`src/sv/dual_wheel_speed_estimator_assert.svh`:
```
// assertion macros for the dual wheel speed estimator
// used inside module bodies that have clk and arst_n in scope
`ifndef DUAL_WHEEL_SPEED_ESTIMATOR_ASSERT_SVH
`define DUAL_WHEEL_SPEED_ESTIMATOR_ASSERT_SVH
`ifndef SYNTH
`define DWSE_ASSERT(lbl, prop, msg) lbl: assert property (@(posedge clk) disable iff (!arst_n) \
	prop) else $error(msg);
`define DWSE_ASSERT_NEXT(lbl, ante, cons, msg) lbl: assert property (@(posedge clk) \
	disable iff (!arst_n) (ante) |=> (cons)) else $error(msg);
`else
`define DWSE_ASSERT(lbl, prop, msg)
`define DWSE_ASSERT_NEXT(lbl, ante, cons, msg)
`endif
`endif

```
`src/sv/dwse_pkg.sv`:
```
// types and constants of the dual wheel speed estimator
// no dependencies
`default_nettype none
package dwse_pkg;

	localparam logic [15:0] SPEED_MAX   = 16'hFFFF;
	localparam int unsigned TICK_STEP   = 100;
	localparam int unsigned SPEED_SCALE = 360;
	localparam logic [15:0] SLOW_RESET  = 16'd20000;
	localparam logic [15:0] FAST_RESET  = 16'd1;

	// numerator is 360 * circumference, denominator is period * poles
	localparam int NUM_BITS = 25;
	localparam int DEN_BITS = 24;
	localparam int CNT_BITS = $clog2(NUM_BITS);

	localparam logic [2:0] CFG_FRONT_POLES = 3'd0;
	localparam logic [2:0] CFG_FRONT_CIRC  = 3'd1;
	localparam logic [2:0] CFG_REAR_POLES  = 3'd2;
	localparam logic [2:0] CFG_REAR_CIRC   = 3'd3;
	localparam logic [2:0] CFG_SLOW_CUTOFF = 3'd4;
	localparam logic [2:0] CFG_FAST_CUTOFF = 3'd5;

	localparam logic KIND_TICK   = 1'b0;
	localparam logic KIND_PULSE  = 1'b1;
	localparam logic WHEEL_FRONT = 1'b0;
	localparam logic WHEEL_REAR  = 1'b1;

	typedef struct packed {
		logic        kind;
		logic        wheel;
		logic [15:0] pulse_period;
		logic        front_fault;
		logic        rear_fault;
	} in_word_t;

	typedef struct packed {
		logic [15:0] global_speed;
		logic        global_error;
		logic [15:0] front_speed;
		logic [15:0] rear_speed;
	} out_word_t;

	typedef enum logic [2:0] {
		ST_IDLE,
		ST_SEL,
		ST_MUL,
		ST_DIV,
		ST_DONE
	} state_t;

endpackage
`default_nettype wire

```
`src/sv/dual_wheel_speed_estimator.sv`:
```
// dual wheel speed estimator: period store, elapsed counters and a serial divider
// depends on dwse_pkg and dual_wheel_speed_estimator_assert.svh
// an item occupies the block through select, multiply, 25 divider steps, finish
// the result word is loaded into the output register in the finish step
// the divider is a 25-step restoring one; a stalled output holds the finish step
// arst_n resets the sequencer, config, periods, counters, speeds and out_valid
`default_nettype none
module dual_wheel_speed_estimator
	import dwse_pkg::*;
#(
	parameter int PERIOD_BITS = 16
) (
	input  wire logic      clk,
	input  wire logic      arst_n,
	input  wire logic      in_valid,
	output logic           in_stall,
	input  wire in_word_t  in_word,
	output logic           out_valid,
	input  wire logic      out_stall,
	output out_word_t      out_word,
	input  wire logic      cfg_valid,
	output logic           cfg_ready,
	input  wire logic [2:0]  cfg_index,
	input  wire logic [15:0] cfg_data
);

	localparam int P  = PERIOD_BITS;
	localparam int CW = (P > 16) ? P : 16;

	function automatic logic [P-1:0] advance(input logic [P-1:0] e, input logic [15:0] slow);
		logic [P:0] sum;
		sum = {1'b0, e} + (P+1)'(TICK_STEP);
		if (CW'(e) < CW'(slow))
			advance = sum[P] ? {P{1'b1}} : sum[P-1:0];
		else
			advance = e;
	endfunction

	state_t state_q, state_d;

	logic [7:0]  front_poles_q, rear_poles_q;
	logic [15:0] front_circ_q, rear_circ_q, slow_q, fast_q;

	logic [P-1:0] front_last_q, rear_last_q, front_elapsed_q, rear_elapsed_q;
	logic [15:0]  front_speed_q, rear_speed_q, comb_speed_q;
	logic         comb_error_q;

	logic          kind_q, wheel_q, ffault_q, rfault_q;
	logic          zero_q, use_rear_q, both_fault_q;
	logic [15:0]   pc_q;
	logic [7:0]    poles_q;
	logic [NUM_BITS-1:0] num_q;
	logic [DEN_BITS-1:0] den_q, rem_q;
	logic [CNT_BITS-1:0] cnt_q;

	logic      out_valid_q;
	out_word_t out_word_q;

	logic in_acc, done_load;

	// selection of wheel and operand
	logic         both_fault, use_rear;
	logic [P-1:0] sel_last, sel_elapsed, sel_p;
	logic [CW-1:0] pw;
	logic [7:0]   sel_poles;
	logic [15:0]  sel_circ, pc;
	logic         zero;

	always_comb begin
		both_fault  = (kind_q == KIND_TICK) && ffault_q && rfault_q;
		if (kind_q == KIND_PULSE)
			use_rear = (wheel_q == WHEEL_REAR);
		else if (!ffault_q && !rfault_q)
			use_rear = !(front_elapsed_q < rear_elapsed_q);
		else
			use_rear = ffault_q;
		sel_last    = use_rear ? rear_last_q : front_last_q;
		sel_elapsed = use_rear ? rear_elapsed_q : front_elapsed_q;
		sel_p       = (sel_last > sel_elapsed) ? sel_last : sel_elapsed;
		pw          = CW'(sel_p);
		sel_poles   = use_rear ? rear_poles_q : front_poles_q;
		sel_circ    = use_rear ? rear_circ_q : front_circ_q;
		zero = both_fault || (sel_p == '0) || (sel_poles == 8'd0) || (sel_circ == 16'd0) ||
			(pw > CW'(slow_q));
		pc = (pw < CW'(fast_q)) ? fast_q : pw[15:0];
	end

	// divider step
	logic [DEN_BITS:0] rem_sh, diff;
	logic              ge;

	always_comb begin
		rem_sh = {rem_q, num_q[NUM_BITS-1]};
		ge     = rem_sh >= {1'b0, den_q};
		diff   = rem_sh - {1'b0, den_q};
	end

	// finish values
	logic [15:0] spd, front_speed_d, rear_speed_d, comb_speed_d;
	logic        comb_error_d;

	always_comb begin
		if (zero_q)
			spd = 16'd0;
		else if (|num_q[NUM_BITS-1:16])
			spd = SPEED_MAX;
		else
			spd = num_q[15:0];
		front_speed_d = front_speed_q;
		rear_speed_d  = rear_speed_q;
		comb_speed_d  = comb_speed_q;
		comb_error_d  = comb_error_q;
		if (kind_q == KIND_PULSE) begin
			if (use_rear_q)
				rear_speed_d = spd;
			else
				front_speed_d = spd;
		end else begin
			comb_speed_d = spd;
			comb_error_d = both_fault_q;
		end
	end

	// sequencer
	always_ff @(posedge clk or negedge arst_n) begin
		if (!arst_n)
			state_q <= ST_IDLE;
		else
			state_q <= state_d;
	end

	always_comb begin
		state_d   = state_q;
		in_stall  = 1'b1;
		done_load = 1'b0;
		case (state_q)
			ST_IDLE: begin
				in_stall = 1'b0;
				if (in_valid)
					state_d = ST_SEL;
			end
			ST_SEL: state_d = ST_MUL;
			ST_MUL: state_d = ST_DIV;
			ST_DIV: begin
				if (cnt_q == CNT_BITS'(NUM_BITS - 1))
					state_d = ST_DONE;
			end
			ST_DONE: begin
				if (!out_valid_q || !out_stall) begin
					done_load = 1'b1;
					state_d   = ST_IDLE;
				end
			end
			default: state_d = ST_IDLE;
		endcase
	end

	assign in_acc    = in_valid && !in_stall;
	assign cfg_ready = 1'b1;

	// configuration and block state
	always_ff @(posedge clk or negedge arst_n) begin
		if (!arst_n) begin
			front_poles_q   <= 8'd0;
			front_circ_q    <= 16'd0;
			rear_poles_q    <= 8'd0;
			rear_circ_q     <= 16'd0;
			slow_q          <= SLOW_RESET;
			fast_q          <= FAST_RESET;
			front_last_q    <= P'(16'hFFFF);
			rear_last_q     <= P'(16'hFFFF);
			front_elapsed_q <= '0;
			rear_elapsed_q  <= '0;
			front_speed_q   <= 16'd0;
			rear_speed_q    <= 16'd0;
			comb_speed_q    <= 16'd0;
			comb_error_q    <= 1'b0;
			out_valid_q     <= 1'b0;
		end else begin
			if (cfg_valid && cfg_ready) begin
				case (cfg_index)
					CFG_FRONT_POLES: front_poles_q <= cfg_data[7:0];
					CFG_FRONT_CIRC:  front_circ_q  <= cfg_data;
					CFG_REAR_POLES:  rear_poles_q  <= cfg_data[7:0];
					CFG_REAR_CIRC:   rear_circ_q   <= cfg_data;
					CFG_SLOW_CUTOFF: slow_q        <= cfg_data;
					CFG_FAST_CUTOFF: fast_q        <= cfg_data;
					default: ;
				endcase
			end
			if (in_acc) begin
				if (in_word.kind == KIND_PULSE) begin
					if (in_word.wheel == WHEEL_REAR) begin
						rear_last_q    <= P'(in_word.pulse_period);
						rear_elapsed_q <= '0;
					end else begin
						front_last_q    <= P'(in_word.pulse_period);
						front_elapsed_q <= '0;
					end
				end else begin
					front_elapsed_q <= advance(front_elapsed_q, slow_q);
					rear_elapsed_q  <= advance(rear_elapsed_q, slow_q);
				end
			end
			if (done_load) begin
				front_speed_q <= front_speed_d;
				rear_speed_q  <= rear_speed_d;
				comb_speed_q  <= comb_speed_d;
				comb_error_q  <= comb_error_d;
				out_valid_q   <= 1'b1;
			end else if (out_valid_q && !out_stall) begin
				out_valid_q <= 1'b0;
			end
		end
	end

	// work registers
	always_ff @(posedge clk) begin
		if (in_acc) begin
			kind_q   <= in_word.kind;
			wheel_q  <= in_word.wheel;
			ffault_q <= in_word.front_fault;
			rfault_q <= in_word.rear_fault;
		end
		case (state_q)
			ST_SEL: begin
				zero_q       <= zero;
				use_rear_q   <= use_rear;
				both_fault_q <= both_fault;
				pc_q         <= pc;
				poles_q      <= sel_poles;
				num_q        <= NUM_BITS'(sel_circ) * NUM_BITS'(SPEED_SCALE);
			end
			ST_MUL: begin
				den_q <= {8'd0, pc_q} * {16'd0, poles_q};
				rem_q <= '0;
				cnt_q <= '0;
			end
			ST_DIV: begin
				rem_q <= ge ? diff[DEN_BITS-1:0] : rem_sh[DEN_BITS-1:0];
				num_q <= {num_q[NUM_BITS-2:0], ge};
				cnt_q <= cnt_q + CNT_BITS'(1);
			end
			default: ;
		endcase
		if (done_load) begin
			out_word_q.global_speed <= comb_speed_d;
			out_word_q.global_error <= comb_error_d;
			out_word_q.front_speed  <= front_speed_d;
			out_word_q.rear_speed   <= rear_speed_d;
		end
	end

	assign out_valid = out_valid_q;
	assign out_word  = out_word_q;

`include "dual_wheel_speed_estimator_assert.svh"

	`DWSE_ASSERT(a_div_count, (state_q == ST_DIV) |-> (cnt_q < CNT_BITS'(NUM_BITS)), "divider count overrun")
	`DWSE_ASSERT_NEXT(a_accept_sel, in_valid && !in_stall, state_q == ST_SEL, "accept did not start select")
	`DWSE_ASSERT(a_out_from_done, $rose(out_valid) |-> ($past(state_q) == ST_DONE), "word not from finish step")
	`DWSE_ASSERT(a_error_zero, (out_valid && out_word.global_error) |-> (out_word.global_speed == 16'd0), "error with nonzero speed")
	`DWSE_ASSERT_NEXT(a_div_end, (state_q == ST_DIV) && (cnt_q == CNT_BITS'(NUM_BITS - 1)), state_q == ST_DONE, "divider did not finish")

endmodule
`default_nettype wire

```
`config.mk`:
```
export PLATFORM = sky130hd
export DESIGN_NAME = dual_wheel_speed_estimator
export DESIGN_NICKNAME = d
export VERILOG_FILES = /design/src/sv/dwse_pkg.sv /design/src/sv/dual_wheel_speed_estimator.sv
export VERILOG_INCLUDE_DIRS = /design/src /design/src/sv
export SDC_FILE = /design/constraint.sdc
export NUM_CORES = 1
export LEC_CHECK = 0
export BUFFER_PORTS_ARGS = -buffer_cell sky130_fd_sc_hd__buf_2
export CAP_MARGIN = 40
export CORE_MARGIN = 5
export CORE_UTILIZATION = 65
export CTS_CLUSTER_DIAMETER = 80
export DETAILED_ROUTE_END_ITERATION = 12
export PLACE_DENSITY = 0.83
export SLEW_MARGIN = 20
export SYNTH_ARGS = -nofsm -noshare
export SYNTH_HDL_FRONTEND = slang
export SYNTH_SLANG_ARGS = --single-unit
```
`constraint.sdc`:
```
create_clock -name clk -period 20.5 [get_ports clk]
set_clock_uncertainty 0.1 [all_clocks]
set_input_delay 1.025 -clock clk [delete_from_list [all_inputs] [get_ports clk]]
set_output_delay 1.025 -clock clk [all_outputs]
set_load 0.02 [all_outputs]
```
==> run metrics <==
run status=finished clean; fin nets=2869; cell mode on critical path=a21o_1; CTS tree=yes; Syn Std Cell Area=approximately 24000 um^2; core area=about 37000 um^2; Reg-to-Reg Start=rear_elapsed_q[11]; library cells used by synthesis=77; Die ar.=41200 um^2; MaxCap Viol Count=0; share of cells above drive strength 1=0.133; CP startpoint=rear_elapsed_q[11]; Worst Path Max Fanout=37; WS Path Type=reg2reg; final hold vios=0; Final setup viols=0; Worst path depth=29; total global-route track usage=0.291; vias in the first global route=approximately 19000; Sequential Power Share=0.273; internal cell power=2350 uW; CTS Buf Count=39; leakage power=0.0127 uW; Post-CTS Hold Fix Bufs=0; # DRC=0; Fmax=119 MHz; area occupied by registers=about 9700 um^2; gpl congestion=between 0.9 and 1; Reg2Reg Depth=29; cell family with most CP delay=compound AO/OA/AOI/OAI gates; Setup crit start kind=flip-flop; flops & latches, synth=about 350; maximum VDD drop=~110 uV; Worst-path clk slew=around 0.06 ns; Top FF cell, synth=edfxtp_1; dpl hpwl=roughly 44 mm; Synth Instances=approximately 2400; Final min period=around 8.4 ns; initial antenna violation count=1; Min-Delay Path Class=in2async; number of enable flip-flop cells after synthesis=between 150 and 200; Worst setup EP type=flip-flop; Reg2Reg Setup Slack=12.08 ns; register area share after synthesis=0.400; CP max stage cell=a22oi_4; first-pass GRT wire length=97.3 mm; final wirelength=a little under 60 mm; DR vias=approximately 18000; P_sw=approximately 1600 uW; Area Overhead vs Synth=10.3%; Clk Tree Root Cell=clkbuf_16; Setup Buffers After CTS=0; Finished Core Util=0.728; fin. max-slew vios=0; die height=slightly above 200 um; area of the multi-input gates=between 10000 and 15000 um^2; Routed Antenna Nets=0; CTS H-tree depth=2; I/O Pins=96; DR WL/cell=19.8 um; largest net degree at the start of global routing=between 90 and 100; DRT iter0 DRCs=1858; clock share of power=0.193; Critical Path RT=~21 ns; PwrDens=148 nW/um^2; fill count=between 2000 and 2500; via/cell ratio=a little over 6; RR Endpoint=pc_q[11]; port bufs=94; Worst slew margin=0.392; crit path buf inv count=3; Worst Path Arrival=between 8 and 9 ns; global route total overflow=0; Slew @ Worst Pin=0.905 ns; synthesized area per cell=9.97 um^2; Logic pwr share=0.534; Power, Total=just under 4000 uW; Pre-antenna DRT Iters=6; RSZ-0062 raised after global routing=false; Net Sw Frac=0.407; Worst Setup EP=pc_q[11]; # rows=70; PostCTS Resize Cnt=0; clock buffer depth=3; most frequent cells in the layout=nand2_1 (413), inv_1 (253), ha_1 (202), edfxtp_1 (158), dfrtp_1 (157); synth warn=0; Sink Count=353; period utilization=0.411; commonest non-fill, non-tap cell in the layout=nand2_1; antenna diode count=0; Die Wd=203 um; Starting Density=0.660; worst-skew pair later-pin latency=roughly 0.59 ns; final setup TNS=0 ns; CP peak stage delay=approximately 0.67 ns; async set-reset flop share out of synthesis=0.552; Syn Nets=roughly 2800
## metal layers
metal | global-route usage | vias to the layer above | share of wire
li1 | - | 8508 | -
met1 | 0.406 | 9004 | 0.43
met2 | 0.467 | 784 | 0.47
met3 | 0.0545 | 143 | 0.079
met4 | 0.0924 | 0 | 0.031
met5 | 0 | - | 0
## Yosys cell counts (all sizes together), types with 63 or more instances
cell,n,share of area
nand2,413,0.064
inv,257,0.040
ha,202,0.10
edfxtp,158,0.20
dfrtp,157,0.16
o21ai,133,0.027
mux2,121,0.056
a21oi,118,0.025
fa,111,0.092
nor2,104,0.016
and2,65,0.017
clkbuf,63,0.0098
## registers in the layout, indices dropped and copies added (netlist names), 5 cells and up
register,count
out_word,49
num_q,25
den_q,24
rem_q,24
comb_speed_q,16
fast_q,16
front_circ_q,16
front_last_q,16
front_speed_q,16
pc_q,16
rear_circ_q,16
rear_last_q,16
rear_speed_q,16
slow_q,16
front_elapsed_q,15
rear_elapsed_q,15
front_poles_q,8
poles_q,8
rear_poles_q,8
cnt_q,5
## power by group through the flow
stage	clock network, uW	registers [uW]	logic (uW)
final	767	1080	2120
after global routing	808	1100	2380
after CTS	775	1080	2100
after detailed placement	0	1090	2060
after global placement	0	1080	1950
after floorplan	0	1050	1630
## metrics by stage
step / area [um^2] / setup slack, ns / cells / hold slack, ns
2_1_floorplan: 24200 / 13.35 / 2427 / 0.343
3_3_place_gp: 25100 / 12.50 / 2925 / 0.353
3_5_place_dp: 25200 / 12.29 / 2935 / 0.359
4_1_cts: 26600 / 12.25 / 3007 / 0.247
5_1_grt: 26700 / 11.70 / 3011 / 0.262
6_report: 26700 / 12.08 / 3011 / 0.258
## logic make-up (layout without fill, tap and decap cells)
logic type	count (synthesis)	after routing	share of synthesized area
simple gates	785	785	0.148
fa+ha+maj	313	313	0.196
compound gates	415	415	0.106
xor+xnor	51	51	0.0185
buf+inv	335	451	0.0535
flops	353	353	0.400
other cells	1	1	0.000155
mux	174	174	0.0782
## cell type report
class | count | share of cell area
flip-flops and latches | 353 | 0.362
multi-input cells | 1739 | 0.497
repair buffers | 122 | 0.0299
inverters | 257 | 0.0362
well taps | 468 | 0.0219
clock inverters | 18 | 0.0107
clock buffers | 54 | 0.0422
## worst min path at each step
stage | start | end | depth (start not counted)
floorplan | front_last_q[2] | front_last_q[2] | 2
global placement | front_last_q[2] | front_last_q[2] | 2
detailed placement | front_last_q[3] | front_last_q[3] | 2
CTS | arst_n | front_elapsed_q[5] | 1
global route | arst_n | front_elapsed_q[5] | 1
finish | arst_n | front_elapsed_q[5] | 1
## worst reg2reg max path: cells and delay by family, from the launching register on
kind | cells | cell delay (ns)
AO/OA/AOI/OAI | 12 | 2.77
AND/OR/NAND/NOR | 8 | 2.26
multiplexers | 3 | 1.11
adder cells (fa/ha/maj) | 3 | 0.93
buffers and inverters | 3 | 0.50
flip-flops | 1 | 0.48
No activity file was read; power rests on OpenSTA's default activity.
